File: src/rtl/fraction_reducer_core_defines.svh
// Assertion macros shared by the fraction reducer RTL.
`ifndef FRACTION_REDUCER_CORE_DEFINES_SVH
`define FRACTION_REDUCER_CORE_DEFINES_SVH

// The consequent must hold in the same cycle as the antecedent.
`define FR_ASSERT_SAME(label, ante, cons) \
    label: assert property (@(posedge clk) disable iff (!rst_n) (ante) |-> (cons)) \
        else $error("fraction reducer check failed");

// The consequent must hold in the cycle after the antecedent.
`define FR_ASSERT_NEXT(label, ante, cons) \
    label: assert property (@(posedge clk) disable iff (!rst_n) (ante) |=> (cons)) \
        else $error("fraction reducer check failed");

`endif

File: src/rtl/fr_pkg.sv
`default_nettype none

package fr_pkg;

    // Default width of every numerator and denominator field.
    localparam int unsigned VALUE_WIDTH_DEF = 31;

    // Sequencer states of the reducer.
    typedef enum logic [2:0] {
        ST_IDLE,
        ST_GCD,
        ST_DIVN,
        ST_DIVD,
        ST_FINISH
    } fr_state_t;

endpackage

`default_nettype wire

File: src/rtl/fraction_reducer_core.sv
// A request with a zero part goes straight to the finish state once accepted; any other
// request passes through the binary GCD search and then the two restoring divisions. The
// block takes no new request before it is through with the last one, as the single shared
// subtractor carries both the GCD search and the two restoring divisions; ready is high only
// when idle. Reset: rst_n is asynchronous and active low; it clears the sequencer and the
// result valid.
`default_nettype none

module fraction_reducer_core
    import fr_pkg::*;
#(
    parameter int unsigned VALUE_WIDTH = VALUE_WIDTH_DEF
)
(
    input  wire logic                   clk,
    input  wire logic                   rst_n,
    input  wire logic                   item_valid,
    output logic                        item_ready,
    input  wire logic [VALUE_WIDTH-1:0] numerator,
    input  wire logic [VALUE_WIDTH-1:0] denominator,
    output logic                        result_valid,
    input  wire logic                   result_ready,
    output logic [VALUE_WIDTH-1:0]      reduced_numerator,
    output logic [VALUE_WIDTH-1:0]      reduced_denominator
);

    `include "fraction_reducer_core_defines.svh"

    localparam int unsigned CNT_W = $clog2(VALUE_WIDTH);
    localparam logic [CNT_W-1:0] CNT_LAST = CNT_W'(VALUE_WIDTH - 1);

    // Sequencer state.
    fr_state_t state_reg, state_next;

    // Working operands of the GCD search. After the search b_reg holds the odd part
    // of the greatest common divisor, which is then the divisor of both divisions.
    logic [VALUE_WIDTH-1:0] a_reg;
    logic [VALUE_WIDTH-1:0] b_reg;

    // Numerator and denominator, shifted right together with the common powers of two.
    // During a division the quotient bits shift into the low end of the dividend.
    logic [VALUE_WIDTH-1:0] n_reg;
    logic [VALUE_WIDTH-1:0] d_reg;

    // Partial remainder and bit counter of the restoring division.
    logic [VALUE_WIDTH-1:0] rem_reg;
    logic [CNT_W-1:0]       cnt_reg;

    // Result register, so that a new request may start while a result waits.
    logic                   res_valid_reg;
    logic [VALUE_WIDTH-1:0] res_num_reg;
    logic [VALUE_WIDTH-1:0] res_den_reg;

    // The shared subtractor. Its top bit is the borrow.
    logic [VALUE_WIDTH:0]   sub_a;
    logic [VALUE_WIDTH:0]   sub_b;
    logic [VALUE_WIDTH+1:0] diff;
    logic                   borrow;

    // Control decoded from the state.
    logic                   accept;
    logic                   zero_case;
    logic                   gcd_done;
    logic                   div_msb;
    logic                   load_result;

    assign diff   = {1'b0, sub_a} - {1'b0, sub_b};
    assign borrow = diff[VALUE_WIDTH+1];

    assign item_ready          = (state_reg == ST_IDLE);
    assign result_valid        = res_valid_reg;
    assign reduced_numerator   = res_num_reg;
    assign reduced_denominator = res_den_reg;

    // Control and operand selection.
    always_comb
    begin
        accept      = item_valid && item_ready;
        zero_case   = (numerator == '0) || (denominator == '0);
        gcd_done    = (a_reg == '0);
        div_msb     = (state_reg == ST_DIVD) ? d_reg[VALUE_WIDTH-1] : n_reg[VALUE_WIDTH-1];
        load_result = (state_reg == ST_FINISH) && (!res_valid_reg || result_ready);
        if (state_reg == ST_GCD)
        begin
            sub_a = {1'b0, a_reg};
        end
        else
        begin
            sub_a = {rem_reg, div_msb};
        end
        sub_b = {1'b0, b_reg};
    end

    // Next-state logic.
    always_comb
    begin
        state_next = state_reg;
        unique case (state_reg)
            ST_IDLE:
            begin
                if (accept)
                begin
                    state_next = zero_case ? ST_FINISH : ST_GCD;
                end
            end
            ST_GCD:
            begin
                if (gcd_done)
                begin
                    state_next = ST_DIVN;
                end
            end
            ST_DIVN:
            begin
                if (cnt_reg == CNT_LAST)
                begin
                    state_next = ST_DIVD;
                end
            end
            ST_DIVD:
            begin
                if (cnt_reg == CNT_LAST)
                begin
                    state_next = ST_FINISH;
                end
            end
            ST_FINISH:
            begin
                if (load_result)
                begin
                    state_next = ST_IDLE;
                end
            end
            default:
            begin
                state_next = ST_IDLE;
            end
        endcase
    end

    // Control registers.
    always_ff @(posedge clk or negedge rst_n)
    begin
        if (!rst_n)
        begin
            state_reg     <= ST_IDLE;
            res_valid_reg <= 1'b0;
        end
        else
        begin
            state_reg <= state_next;
            if (load_result)
            begin
                res_valid_reg <= 1'b1;
            end
            else if (result_ready)
            begin
                res_valid_reg <= 1'b0;
            end
        end
    end

    // Datapath registers.
    always_ff @(posedge clk)
    begin
        unique case (state_reg)
            ST_IDLE:
            begin
                if (accept)
                begin
                    a_reg <= numerator;
                    b_reg <= denominator;
                    n_reg <= numerator;
                    d_reg <= denominator;
                end
            end
            ST_GCD:
            begin
                // Stein's algorithm. Common factors of two leave all four registers
                // together; once b_reg is odd, it stays odd until the search ends.
                if (gcd_done)
                begin
                    rem_reg <= '0;
                    cnt_reg <= '0;
                end
                else if (!a_reg[0] && !b_reg[0])
                begin
                    a_reg <= a_reg >> 1;
                    b_reg <= b_reg >> 1;
                    n_reg <= n_reg >> 1;
                    d_reg <= d_reg >> 1;
                end
                else if (!a_reg[0])
                begin
                    a_reg <= a_reg >> 1;
                end
                else if (!b_reg[0])
                begin
                    b_reg <= b_reg >> 1;
                end
                else if (borrow)
                begin
                    a_reg <= b_reg;
                    b_reg <= a_reg;
                end
                else
                begin
                    a_reg <= diff[VALUE_WIDTH-1:0];
                end
            end
            ST_DIVN:
            begin
                n_reg <= {n_reg[VALUE_WIDTH-2:0], ~borrow};
                if (cnt_reg == CNT_LAST)
                begin
                    rem_reg <= '0;
                    cnt_reg <= '0;
                end
                else
                begin
                    rem_reg <= borrow ? sub_a[VALUE_WIDTH-1:0] : diff[VALUE_WIDTH-1:0];
                    cnt_reg <= cnt_reg + 1'b1;
                end
            end
            ST_DIVD:
            begin
                rem_reg <= borrow ? sub_a[VALUE_WIDTH-1:0] : diff[VALUE_WIDTH-1:0];
                d_reg   <= {d_reg[VALUE_WIDTH-2:0], ~borrow};
                cnt_reg <= cnt_reg + 1'b1;
            end
            ST_FINISH:
            begin
                if (load_result)
                begin
                    res_num_reg <= n_reg;
                    res_den_reg <= d_reg;
                end
            end
            default:
            begin
            end
        endcase
    end

    // The divisor is never zero while dividing.
    `FR_ASSERT_SAME(a_divisor_nonzero,
        (state_reg == ST_DIVN) || (state_reg == ST_DIVD), b_reg != '0)
    // The partial remainder always stays below the divisor.
    `FR_ASSERT_SAME(a_rem_below_divisor,
        (state_reg == ST_DIVN) || (state_reg == ST_DIVD), rem_reg < b_reg)
    // A finished result is handed to the result register and the sequencer frees.
    `FR_ASSERT_NEXT(a_finish_loads,
        load_result, res_valid_reg && (state_reg == ST_IDLE))
    // An accepted request always leaves the idle state.
    `FR_ASSERT_NEXT(a_accept_starts,
        accept, state_reg != ST_IDLE)

endmodule

`default_nettype wire

File: config.mk
export PLATFORM = sky130hd
export DESIGN_NAME = fraction_reducer_core
export DESIGN_NICKNAME = d
export VERILOG_FILES = /design/src/rtl/fr_pkg.sv /design/src/rtl/fraction_reducer_core.sv
export VERILOG_INCLUDE_DIRS = /design/src /design/src/rtl
export SDC_FILE = /design/constraint.sdc
export NUM_CORES = 1
export LEC_CHECK = 0
export ABC_AREA = 0
export BUFFER_PORTS_ARGS = -buffer_cell sky130_fd_sc_hd__buf_4
export CAP_MARGIN = 20
export CORE_MARGIN = 2
export CORE_UTILIZATION = 55
export DETAILED_ROUTE_END_ITERATION = 8
export PLACE_DENSITY = 0.87
export SYNTH_ARGS = -nofsm -noshare
export SYNTH_HDL_FRONTEND = slang
export SYNTH_SLANG_ARGS = --single-unit
File: constraint.sdc
create_clock -name clk -period 6.95 [get_ports clk]
set_input_delay 1.0425 -clock clk [delete_from_list [all_inputs] [get_ports clk]]
set_output_delay 1.0425 -clock clk [all_outputs]
set_load 0.05 [all_outputs]
# After elaboration in Yosys (flattened, before gate mapping)
# Index checks and enable logic that the tools add are counted.
[word_totals] register_bits=226 latch_bits=0 ramBits=0 rom_bits=0 in_bits=66 n_memories=0
[op_classes] addsub=2 multipliers=0 div=0 n_lt_le_gt_ge=0 n_eq_ne=15 n_shift=0 n_mux=38 bitwise=1 reduce_logical=26
[op_table] cell="2-to-1 mux 31 bit" n=19
[op_table] cell="one-hot mux 31 bit (3 select lines)" n=3
[op_table] cell="one-hot mux 31 bit (2 select lines)" n=2
[op_table] cell="zero test 31 bit" n=3
[op_table] cell="subtractor 32 x 31 -> 33 bit" n=1
[op_table] cell="2-to-1 mux 32 bit" n=1
[op_table] cell="2-to-1 mux 3 bit" n=6
[op_table] cell="AND reduction 4 bit" n=4
[op_table] cell="one-hot mux 3 bit (5 select lines)" n=1
[op_table] cell="one-hot mux 5 bit (3 select lines)" n=1
[op_table] cell="2-to-1 mux 5 bit" n=2
[op_table] cell="AND reduction 5 bit" n=2
[op_table] cell="nonzero test 3 bit" n=3
[op_table] cell="!= test 2 bit (second input constant)" n=4
[op_table] cell="!= test 4 x 3 -> 1 bit (second input constant)" n=2
[op_table] cell="equality test 3 x 2 -> 1 bit (second input constant)" n=2
[op_table] cell="!= test 2 x 1 -> 1 bit (second input constant)" n=3
[op_table] cell="adder 5 x 1 -> 5 bit (second input constant)" n=1
[op_table] cell="equality test 5 bit (second input constant)" n=1
[op_table] cell="AND reduction 2 bit" n=2
[op_table] cell="nonzero test 2 bit" n=2
[op_table] cell="equality test 3 x 1 -> 1 bit (second input constant)" n=1
[op_table] cell="equality test 3 bit (second input constant)" n=1
[op_table] cell="logical AND 1 bit" n=3
[op_table] cell="other kinds (7)" n=12

# Logic depth before layout (Yosys ltp)
[depth] depth_word=10 depth_mapped=19 mapped_depth_nobuf=16

# Least setup slack after synthesis
# Ideal clock, no wire load.
[synth_path] kind="register -> register" start="register state_reg[0]" end="register b_reg[10] (enable)" setup_time_ns=0.435 t_arrival_ns=4.770 required_ns=6.515 slack_ns=1.745 path_stages_with_launch=19 period_less_slack_ns=5.205 path_cell_list="dfrtp_1 clkbuf_1 nand2_1 nor2_1 clkbuf_1 clkbuf_1 nand2_1 nand2_1 ha_1 a21o_1 a21o_1 a21o_1 a21o_1 a32oi_4 o21a_1 buf_6 buf_6 nand2_1 a31oi_1"
[synth_via] elab_chain_len=6 elab_cells_between_ends=13 classes_between="1 x add/sub; 6 x eq/ne; 2 x mux; 4 x reduce/logical"
[synth_rtl] element="from (decl)" line_no="fraction_reducer_core.sv:33" text="fr_state_t state_reg, state_next;"
[synth_rtl] element="from (signal assigned)" line_no="fraction_reducer_core.sv:151" text="state_reg <= state_next;"
[synth_rtl] element="equality test 3 x 2 -> 1 bit" line_no="fraction_reducer_core.sv:81" text="div_msb = (state_reg == ST_DIVD) ? d_reg[VALUE_WIDTH-1] : n_reg[VALUE_WIDTH-1];"
[synth_rtl] element="2-to-1 mux 1 bit" line_no="fraction_reducer_core.sv:81"
[synth_rtl] element="2-to-1 mux 32 bit" line_no="fraction_reducer_core.sv:83" text="if (state_reg == ST_GCD)"
[synth_rtl] element="subtractor 32 x 31 -> 33 bit" line_no="fraction_reducer_core.sv:67" text="assign diff = {1'b0, sub_a} - {1'b0, sub_b};"
[synth_rtl] element="!= test 4 x 3 -> 1 bit (no source line)"
[synth_rtl] element="AND reduction 5 bit (no source line) (*)"
[synth_rtl] element="to (signal assigned)" line_no="fraction_reducer_core.sv:172" text="b_reg <= denominator;"
[synth_rtl] element="to (signal assigned)" line_no="fraction_reducer_core.sv:189" text="b_reg <= b_reg >> 1;"
[synth_rtl] element="to (signal assigned)" line_no="fraction_reducer_core.sv:199" text="b_reg <= b_reg >> 1;"
[synth_rtl] element="to (decl)" line_no="fraction_reducer_core.sv:38" text="logic [VALUE_WIDTH-1:0] b_reg;"
# Mark *: on every way between the ends. The rest lies on a longest branch, timed or not.
# A chain may end at the register's enable or synchronous reset.

# Worst setup path after layout
[layout_path] start="register state_reg[0]" end="register b_reg[18] (enable)"
# The elaborated chain is that of the path after synthesis.

==> impl.org <==
** CTS
- At the later pin of the worst-skew pair, clock insertion delay measures 0.52 ns.
- The number of setup buffers added after CTS is 0.
- H-tree depth :: 1
- Number of gates resized after CTS :: 0
- After clock tree synthesis, the flow added hold-fix buffers numbering 0.
- Buffers inserted during clock tree synthesis total 23.
- Clock-pin slew was measured on the worst setup and hold paths at 0.06 ns.
- TritonCTS built the clock tree.
- The cell sitting at the root of the clock tree is a sky130_fd_sc_hd__clkbuf_16.
- No sink is reached through more buffers than the 3 on the longest clock path.
- Number of sinks driven by the clock tree :: 226

** Logic synthesis
- Share of synthesized cell area in and, or, nand and nor gates :: 15.4%
- Post-synthesis sequential area ratio :: 54.4%
- The portion of synthesized area spent on multiplexers is 5.31%.
- For this run, the leading register cell type out of synthesis is sky130_fd_sc_hd__edfxtp_1.
- Number of flops mapped to enable cells by yosys :: 222
- Yosys printed 0 warnings.
- Synthesized-area fraction occupied by xor and xnor cells :: 1.76%
- Counting flops and latches in the post-synthesis netlist gives 226.
- Cell type contributing the most total cell area after synthesis :: sky130_fd_sc_hd__edfxtp_1
- Counting distinct cell types in the post-synthesis netlist gives 61.
- Post-Syn Area per Cell :: 10.1 um^2
- Gate Count Post-Synth :: 1,234
- Adder and majority cell fraction of the synthesized area :: 3.48%
- Summing the areas of all compound-gate instances in the mapped netlist gives 15.7% of the synthesized area.
- Share of Yosys cell area claimed by the top area cell type :: 53.6%
- Post-synthesis cell area :: 12,400 um^2
- By area the synthesized netlist is led by sky130_fd_sc_hd__edfxtp_1, sky130_fd_sc_hd__nand2_1, sky130_fd_sc_hd__mux2i_1, sky130_fd_sc_hd__o21ai_0, sky130_fd_sc_hd__ha_1.
- The number of nets in the synthesized netlist is 1,334.
- Main combinational cell family by area after synthesis :: compound AO/OA/AOI/OAI gates
- Post-synthesis async set-or-reset flop share :: 1.77%

** STA
- Clock skew on the completed layout was measured at 0.0102 ns.
- Setup repair after global routing missed its margin :: false
- Minimum clock period after layout :: 5.20 ns
- Tightest slew margin relative to the limit :: 23.4%
- In the final timing run, aggregate negative setup slack is 0 ns.
- The number of slew-limit violations in the final report is 0.
- Derived from the worst setup path, the maximum achievable clock frequency is 192 MHz.
- For the pin with the worst max-slew slack, the measured transition is 1.15 ns.
- The number of hold violations in the final report was 0.
- Final setup vio count :: 0
- Fin crit share :: 74.9%

** Floorplan
- For this configuration, the core starts out at a cell density of 55.4%.
- Chip width :: 154 um
- Die Footprint :: 23,800 um^2
- Pin placement for this block handled 130 I/O pins.
- From bottom edge to top edge, the die measures 154 um.
- The floorplan has 55 rows.
- The core region is 22,400 um^2.

** Cells and area
- Fillers :: 1,681
- Cells with a size suffix above 1 make up 15.0% of the layout.
- The multi-input combinational cells in the finished layout cover a total of 5280 um^2.
- Antenna diode count :: 0
- Number of nets in the layout :: 1,435
- From synthesis to final layout, the design area changed by 15.8%.
- Area used by sequential logic in the layout :: 6770 um^2

** Pwr
- VDD sags by at most 0.272 mV.
- In this run the power density over the cells is 541 nW/um^2.
- Combinational logic is responsible for 50.4% of the overall power.
- Sequential power share :: 34.5%
- Total power for the finished layout comes to 7.79 mW.
- Summed over all nets, the switching power comes to 3.50 mW.
- Internal power :: 4.29 mW
- Fraction of power consumed by the clock network :: 15.0%
- Of the total power, the share spent switching nets is 44.9%.
- Leakage power figure :: 5.81 nW

** GRT
- Vias in the first global route :: 9,827
- Global routing used 28.4% of the available tracks.
- Entering global routing, the biggest net connects 61 pins.
- For this run the aggregate overflow at the end of global routing stands at 0.
- Global-route wire length before repair :: 53,800 um
- The number of antenna violations at the first check in global routing was 0.

** Setup path
- The endpoint identified for the worst register-to-register timing path is b_reg[18].
- Worst flop-to-flop path startpoint :: state_reg[0]
- Type of the worst setup path :: reg -> reg
- Worst path cell trace :: nand2_2 > nor2_4 > buf_4 > nand2_1 > nand2_1 > ha_1 > a211oi_1 > o211ai_1 > o211ai_2 > a21oi_4 > a32oi_4 > o21a_1 > nand2_1 > a31oi_4
- Among the stages of the critical path, the cell type that occurs most often is sky130_fd_sc_hd__nand2_1.
- Slowest cell on the critical path :: sky130_fd_sc_hd__a31oi_4
- For the worst setup path, the data required time is 7.09 ns.
- Critical Path End Type :: flop
- Startpoint types :: flop
- For the worst setup path, the data arrival time is 5.34 ns.
- The number of cells on the worst reg-to-reg path is 14.
- Across all register-to-register paths, the minimum setup slack is 1.75 ns.
- Largest driver fanout on the critical path :: 30
- The largest single stage delay on the critical path is 0.93 ns.

** Placement
- The congestion estimate from routability-driven global placement came to 0.990.
- Post-DP HPWL :: 24,400 um
- IO Port Bufs :: 129

** Routing
- For this run, the detailed router's first-pass iteration total came to 6.
- Final antenna-violating net count :: 0
- Total vias in the final route :: 10,500
- In the routed layout, each cell is associated on average with a via count of 6.43.
- 1st-iter DRT viols :: 1,338
- In the routed design, unresolved DRC markers number 0.
- Wire length per cell :: 21.2 um
- Detailed Route WL :: 34,700 um

** Worst hold path
- Hold/Removal Path Class :: in -> async

** Outcome
- The run finished with clean final reports.

** Run
- Number of max-cap violations :: 0
==> critical path, delay by kind of cell (launching register included) <==
kind	cells	cell delay (ns)
buffers and inverters	1	0.35
DFF	1	0.76
and+or+nand+nor	5	1.00
AOI/OAI and AO/OA	7	2.38
adders and majority gates	1	0.28
==> cells in the mapped netlist, types with 3 or more instances <==
cell type                   instances
sky130_fd_sc_hd__o211ai_1           4
sky130_fd_sc_hd__edfxtp_1         222
sky130_fd_sc_hd__nand3_1           21
sky130_fd_sc_hd__xor2_1             9
sky130_fd_sc_hd__and2_1             4
sky130_fd_sc_hd__clkbuf_1          52
sky130_fd_sc_hd__buf_6              4
sky130_fd_sc_hd__buf_1              9
sky130_fd_sc_hd__dfrtp_1            4
sky130_fd_sc_hd__nand2_1          294
sky130_fd_sc_hd__o21a_1             8
sky130_fd_sc_hd__o21ai_0           98
sky130_fd_sc_hd__xnor2_1           16
sky130_fd_sc_hd__a21boi_0           4
sky130_fd_sc_hd__buf_4              5
sky130_fd_sc_hd__and3_1            16
sky130_fd_sc_hd__buf_2              3
sky130_fd_sc_hd__a21o_1            13
sky130_fd_sc_hd__nor3_1            17
sky130_fd_sc_hd__o22ai_1           20
sky130_fd_sc_hd__a21boi_1          10
sky130_fd_sc_hd__a22oi_1           30
sky130_fd_sc_hd__a21oi_1           73
sky130_fd_sc_hd__nand4_1            8
sky130_fd_sc_hd__mux2i_1           66
sky130_fd_sc_hd__a31oi_1            8
sky130_fd_sc_hd__nor2b_1            3
sky130_fd_sc_hd__nor2_1            60
sky130_fd_sc_hd__a211oi_1           6
sky130_fd_sc_hd__a2bb2oi_1          3
sky130_fd_sc_hd__nor4_1            22
sky130_fd_sc_hd__o21ai_1            9
sky130_fd_sc_hd__inv_1             42
sky130_fd_sc_hd__ha_1              33
sky130_fd_sc_hd__o311ai_1           3
==> power groups by stage <==
stage               clock, mW  sequential, mW  combinational (mW)
global placement            0            2.67                3.62
floorplan                   0            2.51                2.96
global route             1.22            2.73                4.29
CTS                      1.17            2.68                3.80
detailed placement          0            2.70                3.77
finish                   1.17            2.69                3.93
==> per-layer routing <==
metal | GRT usage [%] | vias up | share of wire (%)
met1 | 38.6 | 4926 | 38
met4 | 11.4 | 0 | 4.3
li1 | - | 4707 | -
met3 | 5.07 | 125 | 12
met2 | 45.5 | 775 | 46
met5 | 0 | - | 0
==> through the flow <==
| stage | area, um^2 | setup WS, ns | hold slack, ns | utilization [%] | std cells |
|---|---|---|---|---|---|
| after floorplan | 12400 | 1.74 | 0.426 | - | 1234 |
| after global placement | 13700 | 2.13 | 0.443 | 61.0 | 1593 |
| after detailed placement | 13700 | 1.92 | 0.468 | 61.0 | 1593 |
| after CTS | 14400 | 1.89 | 0.302 | 64.0 | 1635 |
| after global routing | 14400 | 1.40 | 0.311 | 64.2 | 1637 |
| final | 14400 | 1.75 | 0.307 | 64.2 | 1637 |
==> cell usage in the layout (no fill, tap or decap), types with 4 or more instances in the layout <==
master                      count
sky130_fd_sc_hd__a211oi_1       6
sky130_fd_sc_hd__a21boi_0       4
sky130_fd_sc_hd__a21boi_1      10
sky130_fd_sc_hd__a21o_1        13
sky130_fd_sc_hd__a21oi_1       72
sky130_fd_sc_hd__a22oi_1       30
sky130_fd_sc_hd__a31oi_1        6
sky130_fd_sc_hd__and2_1         4
sky130_fd_sc_hd__and3_1        15
sky130_fd_sc_hd__buf_4        146
sky130_fd_sc_hd__clkbuf_1       5
sky130_fd_sc_hd__clkbuf_16     23
sky130_fd_sc_hd__clkinv_1       7
sky130_fd_sc_hd__clkinv_2       4
sky130_fd_sc_hd__edfxtp_1     222
sky130_fd_sc_hd__ha_1          33
sky130_fd_sc_hd__inv_1         42
sky130_fd_sc_hd__mux2i_1       66
sky130_fd_sc_hd__nand2_1      293
sky130_fd_sc_hd__nand3_1       21
sky130_fd_sc_hd__nand4_1        8
sky130_fd_sc_hd__nor2_1        58
sky130_fd_sc_hd__nor3_1        15
sky130_fd_sc_hd__nor4_1        22
sky130_fd_sc_hd__o211ai_1       4
sky130_fd_sc_hd__o21a_1         8
sky130_fd_sc_hd__o21ai_0       97
sky130_fd_sc_hd__o21ai_1        9
sky130_fd_sc_hd__o22ai_1       20
sky130_fd_sc_hd__xnor2_1       16
sky130_fd_sc_hd__xor2_1         9
==> logic make-up after synthesis <==
logic type               after synthesis
buffers and inverters                116
flip-flops                           226
adder cells (fa/ha/maj)               34
AO/OA/AOI/OAI                        314
multiplexers                          66
XOR/XNOR                              25
AND/OR/NAND/NOR                      453
==> layout make-up <==
class	instances	share of cell area (%)
Multi-Input combinational cell	892	36.6
Timing Repair Buffer	149	7.99
Tap cell	285	2.48
Clock buffer	28	4.13
Clock inverter	14	0.669
Inverter	43	1.12
Sequential cell	226	47.0
==> worst max-delay path by stage <==
stage | depth (start not counted) | endpoint | slack [ns] | from
5_1_grt | 14 | b_reg[11] | 1.40 | state_reg[0]
2_1_floorplan | 18 | b_reg[10] | 1.74 | state_reg[0]
6_report | 14 | b_reg[18] | 1.75 | state_reg[0]
4_1_cts | 14 | b_reg[11] | 1.89 | state_reg[0]
3_3_place_gp | 14 | b_reg[20] | 2.13 | state_reg[0]
3_5_place_dp | 14 | b_reg[21] | 1.92 | state_reg[0]
Note: power is estimated with default switching activity, not from simulation.
